[config.mk]
export PLATFORM = sky130hd
export DESIGN_NAME = bsms_ctrl
export DESIGN_NICKNAME = d
export VERILOG_FILES = /design/src/hw/rtl/bsms_pkg.sv /design/src/hw/rtl/bsms_ctrl.sv
export SDC_FILE = /design/constraint.sdc
export NUM_CORES = 1
export LEC_CHECK = 0
export ABC_AREA = 1
export BUFFER_PORTS_ARGS = -buffer_cell sky130_fd_sc_hd__buf_2
export CELL_PAD_IN_SITES_DETAIL_PLACEMENT = 1
export CELL_PAD_IN_SITES_GLOBAL_PLACEMENT = 2
export CORE_MARGIN = 2
export CORE_UTILIZATION = 20
export DETAILED_ROUTE_END_ITERATION = 8
export GPL_TIMING_DRIVEN = 1
export PLACE_DENSITY = 0.68
export SYNTH_ARGS = -nofsm -noshare
export SYNTH_HDL_FRONTEND = slang
export SYNTH_SLANG_ARGS = --single-unit
[constraint.sdc]
create_clock -name i_clk -period 1.2 [get_ports i_clk]
set_input_delay 0 -clock i_clk [delete_from_list [all_inputs] [get_ports i_clk]]
set_output_delay 0 -clock i_clk [all_outputs]
set_load 0.1 [all_outputs]
[src/hw/rtl/bsms_pkg.sv]
// Shared package for the binary-split multinomial sampler.
// Holds default parameter values and the command and status types between
// the controller and the datapath. No dependencies.
package bsms_pkg;

    localparam int NumBits = 32;
    localparam int BitIdxW = 5;

    localparam int DefNumVariants   = 16;
    localparam int DefNumCategories = 8;
    localparam int DefCountBits     = 32;

    typedef struct packed {
        logic               load_wr;
        logic               start;
        logic               scan;
        logic [BitIdxW-1:0] bit_idx;
        logic               emit;
    } t_dp_cmd;

    typedef struct packed {
        logic out_ready;
        logic emit_last;
    } t_dp_status;

endpackage

[src/hw/rtl/bsms_ctrl.sv]
// Controller state machine of the sampler: accepts items, sequences the bit
// scan and the result transfers. Depends on bsms_pkg.
module bsms_ctrl (
    input  logic                  i_clk,
    input  logic                  i_rst_n,
    input  logic                  i_valid,
    input  logic                  i_action,
    input  bsms_pkg::t_dp_status  i_status,
    output logic                  o_stall,
    output bsms_pkg::t_dp_cmd     o_cmd
);

    typedef enum logic [1:0] {
        ST_IDLE,
        ST_SCAN,
        ST_DRAIN,
        ST_EMIT
    } t_state;

    localparam logic [bsms_pkg::BitIdxW-1:0] LastBit =
        bsms_pkg::BitIdxW'(bsms_pkg::NumBits - 1);

    t_state                        r_state;
    logic [bsms_pkg::BitIdxW-1:0]  r_bit_idx;
    logic                          w_idle;

    assign w_idle  = (r_state == ST_IDLE);
    assign o_stall = !w_idle;

    always_comb begin
        o_cmd         = '0;
        o_cmd.load_wr = w_idle && i_valid && !i_action;
        o_cmd.start   = w_idle && i_valid && i_action;
        o_cmd.scan    = (r_state == ST_SCAN);
        o_cmd.bit_idx = r_bit_idx;
        o_cmd.emit    = (r_state == ST_EMIT) && i_status.out_ready;
    end

    always_ff @(posedge i_clk) begin
        if (!i_rst_n) begin
            r_state   <= ST_IDLE;
            r_bit_idx <= '0;
        end else begin
            unique case (r_state)
                ST_IDLE: begin
                    r_bit_idx <= '0;
                    if (i_valid && i_action) begin
                        r_state <= ST_SCAN;
                    end
                end
                ST_SCAN: begin
                    r_bit_idx <= r_bit_idx + 1'b1;
                    if (r_bit_idx == LastBit) begin
                        r_state <= ST_DRAIN;
                    end
                end
                ST_DRAIN: begin
                    r_state <= ST_EMIT;
                end
                ST_EMIT: begin
                    if (i_status.out_ready && i_status.emit_last) begin
                        r_state <= ST_IDLE;
                    end
                end
                default: begin
                    r_state <= ST_IDLE;
                end
            endcase
        end
    end

    a_sample_starts_scan: assert property (@(posedge i_clk) disable iff (!i_rst_n)
        (r_state == ST_IDLE) && i_valid && i_action |=>
            (r_state == ST_SCAN) && (r_bit_idx == '0))
        else $error("sample transfer did not start the bit scan at bit zero");

    a_scan_ends: assert property (@(posedge i_clk) disable iff (!i_rst_n)
        (r_state == ST_SCAN) && (r_bit_idx == LastBit) |=> (r_state == ST_DRAIN))
        else $error("bit scan did not end after the last bit");

    a_emit_ends: assert property (@(posedge i_clk) disable iff (!i_rst_n)
        (r_state == ST_EMIT) && i_status.out_ready && i_status.emit_last |=>
            (r_state == ST_IDLE))
        else $error("controller did not return to idle after the last result");

endmodule

==> results_dict.tcl, run 1 <==
set metrics [dict create \
    grt_setup_unrepaired "yes" \
    viasPerCell 4.13 \
    max_stage_delay_ps 360 \
    ys_async_sr_fraction_pct 0 \
    end_kind "output pin" \
    die_area_mm2 0.00252 \
    slew_violations 0 \
    worstPathArrival_ps 1240 \
    start_kind "flop" \
    synth_warnings 0 \
    grt_max_degree 8 \
    setup.worst_path.class "reg2out" \
    vias 483 \
    htree_num_levels 1 \
    tns_ps -130 \
    num_rows 16 \
    synth.area.top_cells "dfxtp_1 33%, ha_1 18%, nand2_1 17%, inv_1 8.8%, nor2_1 8.8%" \
    drive_gt1_share_pct 57.8 \
    fillers 245 \
    leakagePower_nw 0.370 \
    pin_count 16 \
    syn_inst 64 \
    failed_checks "setup timing" \
    skew_ps 5.06 \
    num_antenna_cells 0 \
    yosysMostFrequentCell "nand2_1" \
    grt_overflow 0 \
    power_density_mw_per_mm2 2740 \
    final_util_pct 41.8 \
    syn_nets 76 \
    place_area_um2 692 \
    dpl.hpwl_um 922 \
    final_area_um2 828 \
    cp_max_fo 3 \
    cts_inserted_buffers 3 \
    fmax_mhz 809 \
    min_path_type "in2reg" \
    status "finished with violations" \
    cp_num_buf_inv 4 \
    gp_congestion 0.737 \
    holdBufCountCts 0 \
    hold_slack_ps 10.3 \
    cts_buffer_depth 2 \
    initial_core_util_pct 21.5 \
    place_ws_ps -147 \
    worst_slew_pin_slew_ps 486 \
    path_cells "inv_4 > ha_4 > clkinvlp_4 > buf_4 > buf_12" \
    core_mm2 0.00198 \
    worst_slack_ps -36.6 \
    instances_no_fill 117 \
    power.total_mw 2.27 \
    synth_cell_types 11 \
    root_buffer "clkbuf_4" \
    finalWirelength_um 1220 \
    clock-sinks 7 \
    grt_usage_pct 12.0 \
    finalHoldViolCount 0 \
    slew_headroom_pct 67.8 \
    seq_area_frac_synth_pct 32.8 \
    nets 103 \
    ir_worst_vdd_mv 1.11 \
    numPortBuffers 15 \
    die_h_um 50.2 \
    antenna_left 0 \
    synth_top_flop_cell "dfxtp_1" \
    finalCritPeriodShare_pct 103 \
    synth_area_um2 427 \
    grt_first_pass_wirelength_um 2160 \
    clk-insertion-delay-late_ps 260 \
    grt_antenna_before_repair 0 \
    wl_per_cell_um 10.5 \
    drtIter0Drc 3 \
    avgSynthCellArea_um2 6.67 \
    ys_ff_latch 7 \
    synth_edf_count 0 \
    drc 0 \
    first_pass_iters 2 \
    final.min_clock_period_ps 1240 \
    yosysTopAreaCell "dfxtp_1" \
    path_clk_slew_ps 60 \
    cts_tree "done" \
    cpMaxStageDelayCell "dfxtp_4" \
    yosys-top-cells-count "19 x nand2_1, 10 x inv_1, 10 x nor2_1" \
    cp_top_family "buffers and inverters" \
    area_growth_pct 94.1 \
    setup_viol 6 \
    synth_top_cell_area_share_pct 32.8 \
    grt_pass1_vias 483 \
    cp.required_ps 1200 \
    cap_violations 0 \
    die_w_um 50.2 \
    dp.cells 109 \
]
-- worst reg2reg max path: stages (launching register included) --
cell and delay [ps]:
dfxtp_4 350, ha_4 150, and3_4 180, ha_4 150, inv_2 40, nand2_2 50, nand3_2 70, nand2_1 60
inv_1 50, nor2_1 30
-- kinds of logic (layout without fill, tap and decap cells) --
logic type / after synthesis / in the layout / synth area share, %
buffers and inverters: 11 / 37 / 9.68
AO/OA/AOI/OAI: 6 / 6 / 7.62
AND/OR/NAND/NOR: 34 / 34 / 32.3
flip-flops: 7 / 7 / 32.8
adder cells (fa/ha/maj): 6 / 6 / 17.6
-- cell type report --
type                            count  area [um^2]  area share, %
Sequential cell                     7          156           18.9
Multi-Input combinational cell     46          339           40.9
Timing Repair Buffer               22          221           26.7
Inverter                           11         50.0           6.04
Tap cell                           27         33.8           4.08
Clock buffer                        3         22.5           2.72
Clock inverter                      1         5.00          0.604
-- cell usage in the layout (no fill, tap or decap) --
cell type / synthesis / layout
a21oi_1: 5 / 4
a21oi_2: 0 / 1
and3_4: 0 / 1
buf_12: 0 / 6
buf_2: 0 / 9
buf_4: 0 / 5
buf_6: 0 / 1
clkbuf_4: 0 / 4
clkinv_2: 0 / 1
clkinvlp_4: 0 / 1
dfxtp_2: 0 / 4
dfxtp_4: 0 / 3
ha_1: 6 / 1
ha_2: 0 / 1
ha_4: 0 / 4
inv_1: 10 / 5
inv_2: 1 / 3
inv_4: 0 / 2
nand2_1: 19 / 18
nand2_2: 0 / 1
nand3_1: 2 / 1
nand3_2: 0 / 1
nand4_1: 2 / 2
nor2_1: 10 / 6
nor2_2: 0 / 1
nor2_4: 0 / 3
o211ai_1: 1 / 1
-- report_power, final --
group	internal, mW	switching, mW	leakage [nW]
clock network	0.122	0.0994	0.0177
registers	0.296	0.0589	0.0610
logic	0.668	1.02	0.291
-- routing by layer --
| metal | vias up | global-route usage (%) | wire length, um |
|---|---|---|---|
| met2 | 8 | 19.1 | 596 |
| met3 | 2 | 5.65 | 60 |
| li1 | 253 | - | - |
| met4 | 0 | 5.56 | 13 |
| met5 | - | 0 | 0 |
| met1 | 220 | 13.4 | 554 |
-- path summary, 6_finish.rpt --
path,from,to,slack [ps],depth (start not counted)
worst max-delay path,r_state[0]$_SDFFE_PN0P_,o_stall,-40,5
worst min-delay path,i_rst_n,r_state[0]$_SDFFE_PN0P_,10,3
worst max register to register,r_bit_idx[1]$_SDFFE_PN0P_,r_state[0]$_SDFFE_PN0P_,-30,9
worst min register to register,r_bit_idx[2]$_SDFFE_PN0P_,r_bit_idx[2]$_SDFFE_PN0P_,490,2
-- flip-flops by register name (all words and copies together), names as in the netlist --
signal	flops
r_bit_idx	5
r_state	2
-- what timing repair did --
| item | CTS | global route |
|---|---|---|
| pin swaps | 6 | 6 |
| endpoints found under the setup margin | 7 | 11 |
| gates resized for setup | 15 | 4 |
| buffers inserted | 4 | 0 |
| gates cloned | 0 | 0 |
No activity file was read; power rests on OpenSTA's default activity.
==> inputs of run 2 (changes only) <==
==> constraint.sdc (replaced) <==
create_clock -name i_clk -period 1.2 [get_ports i_clk]
set_input_delay 0.06 -clock i_clk [delete_from_list [all_inputs] [get_ports i_clk]]
set_output_delay 0.06 -clock i_clk [all_outputs]
set_load 0.1 [all_outputs]
==> run 2 against run 1 <==
Compared with the run above: the flow still finishes with violations (setup timing); highest routed layer unchanged; critical path depth is the same; count of clock-buffer cells in the layout is the same; combinational power grew 8%; largest power group unchanged; die area is the same; clock power is essentially flat; largest cell class unchanged.
==> results_dict.tcl, run 2 (synthesis gave the netlist of run 1 again) <==
set metrics [dict create \
    hold_depth 3 \
    antenna_left 0 \
    status "finished with violations" \
    cts_buffer_depth 2 \
    slew_violations 0 \
    wl_per_cell_um 10.7 \
    fillers 241 \
    cap_violations 0 \
    grt_pass1_vias 489 \
    area_growth_pct 110 \
    die_h_um 50.2 \
    cp_top_family "buffers and inverters" \
    worstPathArrival_ps 1240 \
    viasPerCell 4.18 \
    die_w_um 50.2 \
    grt_usage_pct 12.3 \
    fmax_mhz 769 \
    first_pass_iters 1 \
    layout_common_cells "14 x nand2_1, 8 x buf_2, 7 x buf_12, 7 x buf_4, 6 x inv_1" \
    power_density_mw_per_mm2 2680 \
    leakagePower_nw 0.394 \
    setup_viol 5 \
    reg2reg_depth 9 \
    drive_gt1_share_pct 64.1 \
    nets 105 \
    min_to "r_bit_idx[3]$_SDFFE_PN0P_" \
    worst_slew_pin_slew_ps 483 \
    start_kind "flop" \
    final.min_clock_period_ps 1300 \
    grt_antenna_before_repair 0 \
    dpl.hpwl_um 919 \
    ir_worst_vdd_mv 1.33 \
    path_clk_slew_ps 60 \
    die_area_mm2 0.00252 \
    vias 498 \
    regMostFlops "r_bit_idx" \
    r2r_slack_ps -30 \
    finalCritPeriodShare_pct 108 \
    mostFrequentLayoutCell "nand2_1" \
    reg_top3 "r_bit_idx x5, r_state x2" \
    cp_max_fo 3 \
    worst_slack_ps -99.6 \
    gp_congestion 0.731 \
    grt_first_pass_wirelength_um 2230 \
    final_area_um2 897 \
    holdBufCountCts 0 \
    drtIter0Drc 0 \
    end_kind "output pin" \
    regArea_um2 156 \
    root_buffer "clkbuf_4" \
    setup.worst_path.class "reg2out" \
    pin_count 16 \
    min_path_type "in2reg" \
    cts_tree "done" \
    power.total_mw 2.40 \
    dp.cells 109 \
    max_stage_delay_ps 360 \
    numPortBuffers 15 \
    drc 0 \
    cp_num_buf_inv 4 \
    num_antenna_cells 0 \
    cts_inserted_buffers 3 \
    r2r_start "r_bit_idx[0]$_SDFFE_PN0P_" \
    clock-sinks 7 \
    hold_slack_ps 59.6 \
    htree_num_levels 1 \
    crit_start "r_state[0]$_SDFFE_PN0P_" \
    grt_setup_unrepaired "yes" \
    skew_ps 4.73 \
    largest_reg_flops 5 \
    instances_no_fill 119 \
    place_area_um2 722 \
    grt_max_degree 6 \
    clk-insertion-delay-late_ps 260 \
    failed_checks "setup timing" \
    rr_endpoint "r_state[1]$_SDFFE_PN0P_" \
    cp.required_ps 1140 \
    finalHoldViolCount 0 \
    core_mm2 0.00198 \
    initial_core_util_pct 21.5 \
    cpMaxStageDelayCell "dfxtp_4" \
    num_rows 16 \
    path_cells "inv_4 > ha_4 > clkinvlp_4 > buf_4 > buf_12" \
    slew_headroom_pct 68.0 \
    grt_overflow 0 \
    place_ws_ps -133 \
    multi_input_area_um2 367 \
    finalWirelength_um 1270 \
    hp-start "i_rst_n" \
]
## run 2: changes by cell type in the layout (fill, tap and decap cells not counted), moves of 2 or more
cell,previous run,this run
a21oi_2,1,3
nand2_2,1,4
buf_4,5,7
a21oi_1,4,2
nand2_1,18,14
inv_2,3,0
## run 2: power by group
| group | internal, mW | leakage [nW] | switching (mW) |
|---|---|---|---|
| clock | 0.122 | 0.0177 | 0.101 |
| sequential | 0.296 | 0.0610 | 0.0538 |
| combinational | 0.734 | 0.315 | 1.10 |
## run 2: metrics by stage
step           utilization, %  setup TNS, ps
3_5_place_dp             36.4           -257
6_report                 45.3           -298
5_1_grt                  45.3           -737
2_1_floorplan               -          -2080
4_1_cts                  41.5           -373
3_3_place_gp             36.4           -206
## run 2: cell type report
type	instances	share of cell area [%]
repair buffers	24	28.5
well taps	27	3.77
inverters	11	6.42
clock inverters	1	0.558
flip-flops and latches	7	17.4
clock buffers	3	2.51
multi-input cells	46	40.9
## run 2: metal layers
metal  share of wire, %  GRT usage, %  vias up
li1                   -             -      256
met1                 44          15.6      230
met2                 48          16.4        7
met3                4.9          4.76        5
met4                3.3          9.72        0
met5                  0             0        -
## run 2: what timing repair did
item / 4_1_cts / 5_1_grt
setup buffers: 5 / 2
cloned: 0 / 0
gates resized for setup: 11 / 18
pin swaps: 10 / 12
setup endpoints to repair: 8 / 10
## run 2: worst max path at each step
| stage | endpoint | slack [ps] | cells past startpoint |
|---|---|---|---|
| after floorplan | o_cmd[7] | -510 | 4 |
| after CTS | o_cmd[7] | -120 | 5 |
| after detailed placement | r_state[1]$_SDFFE_PN0P_ | -130 | 9 |
| after global routing | o_stall | -150 | 5 |
| after global placement | r_state[1]$_SDFFE_PN0P_ | -100 | 9 |
| final | o_stall | -100 | 5 |
## run 2: tightest hold or removal path, cell delays in order
cell and delay, ps:
buf_2 130, nand2_1 60, nor2_1 30
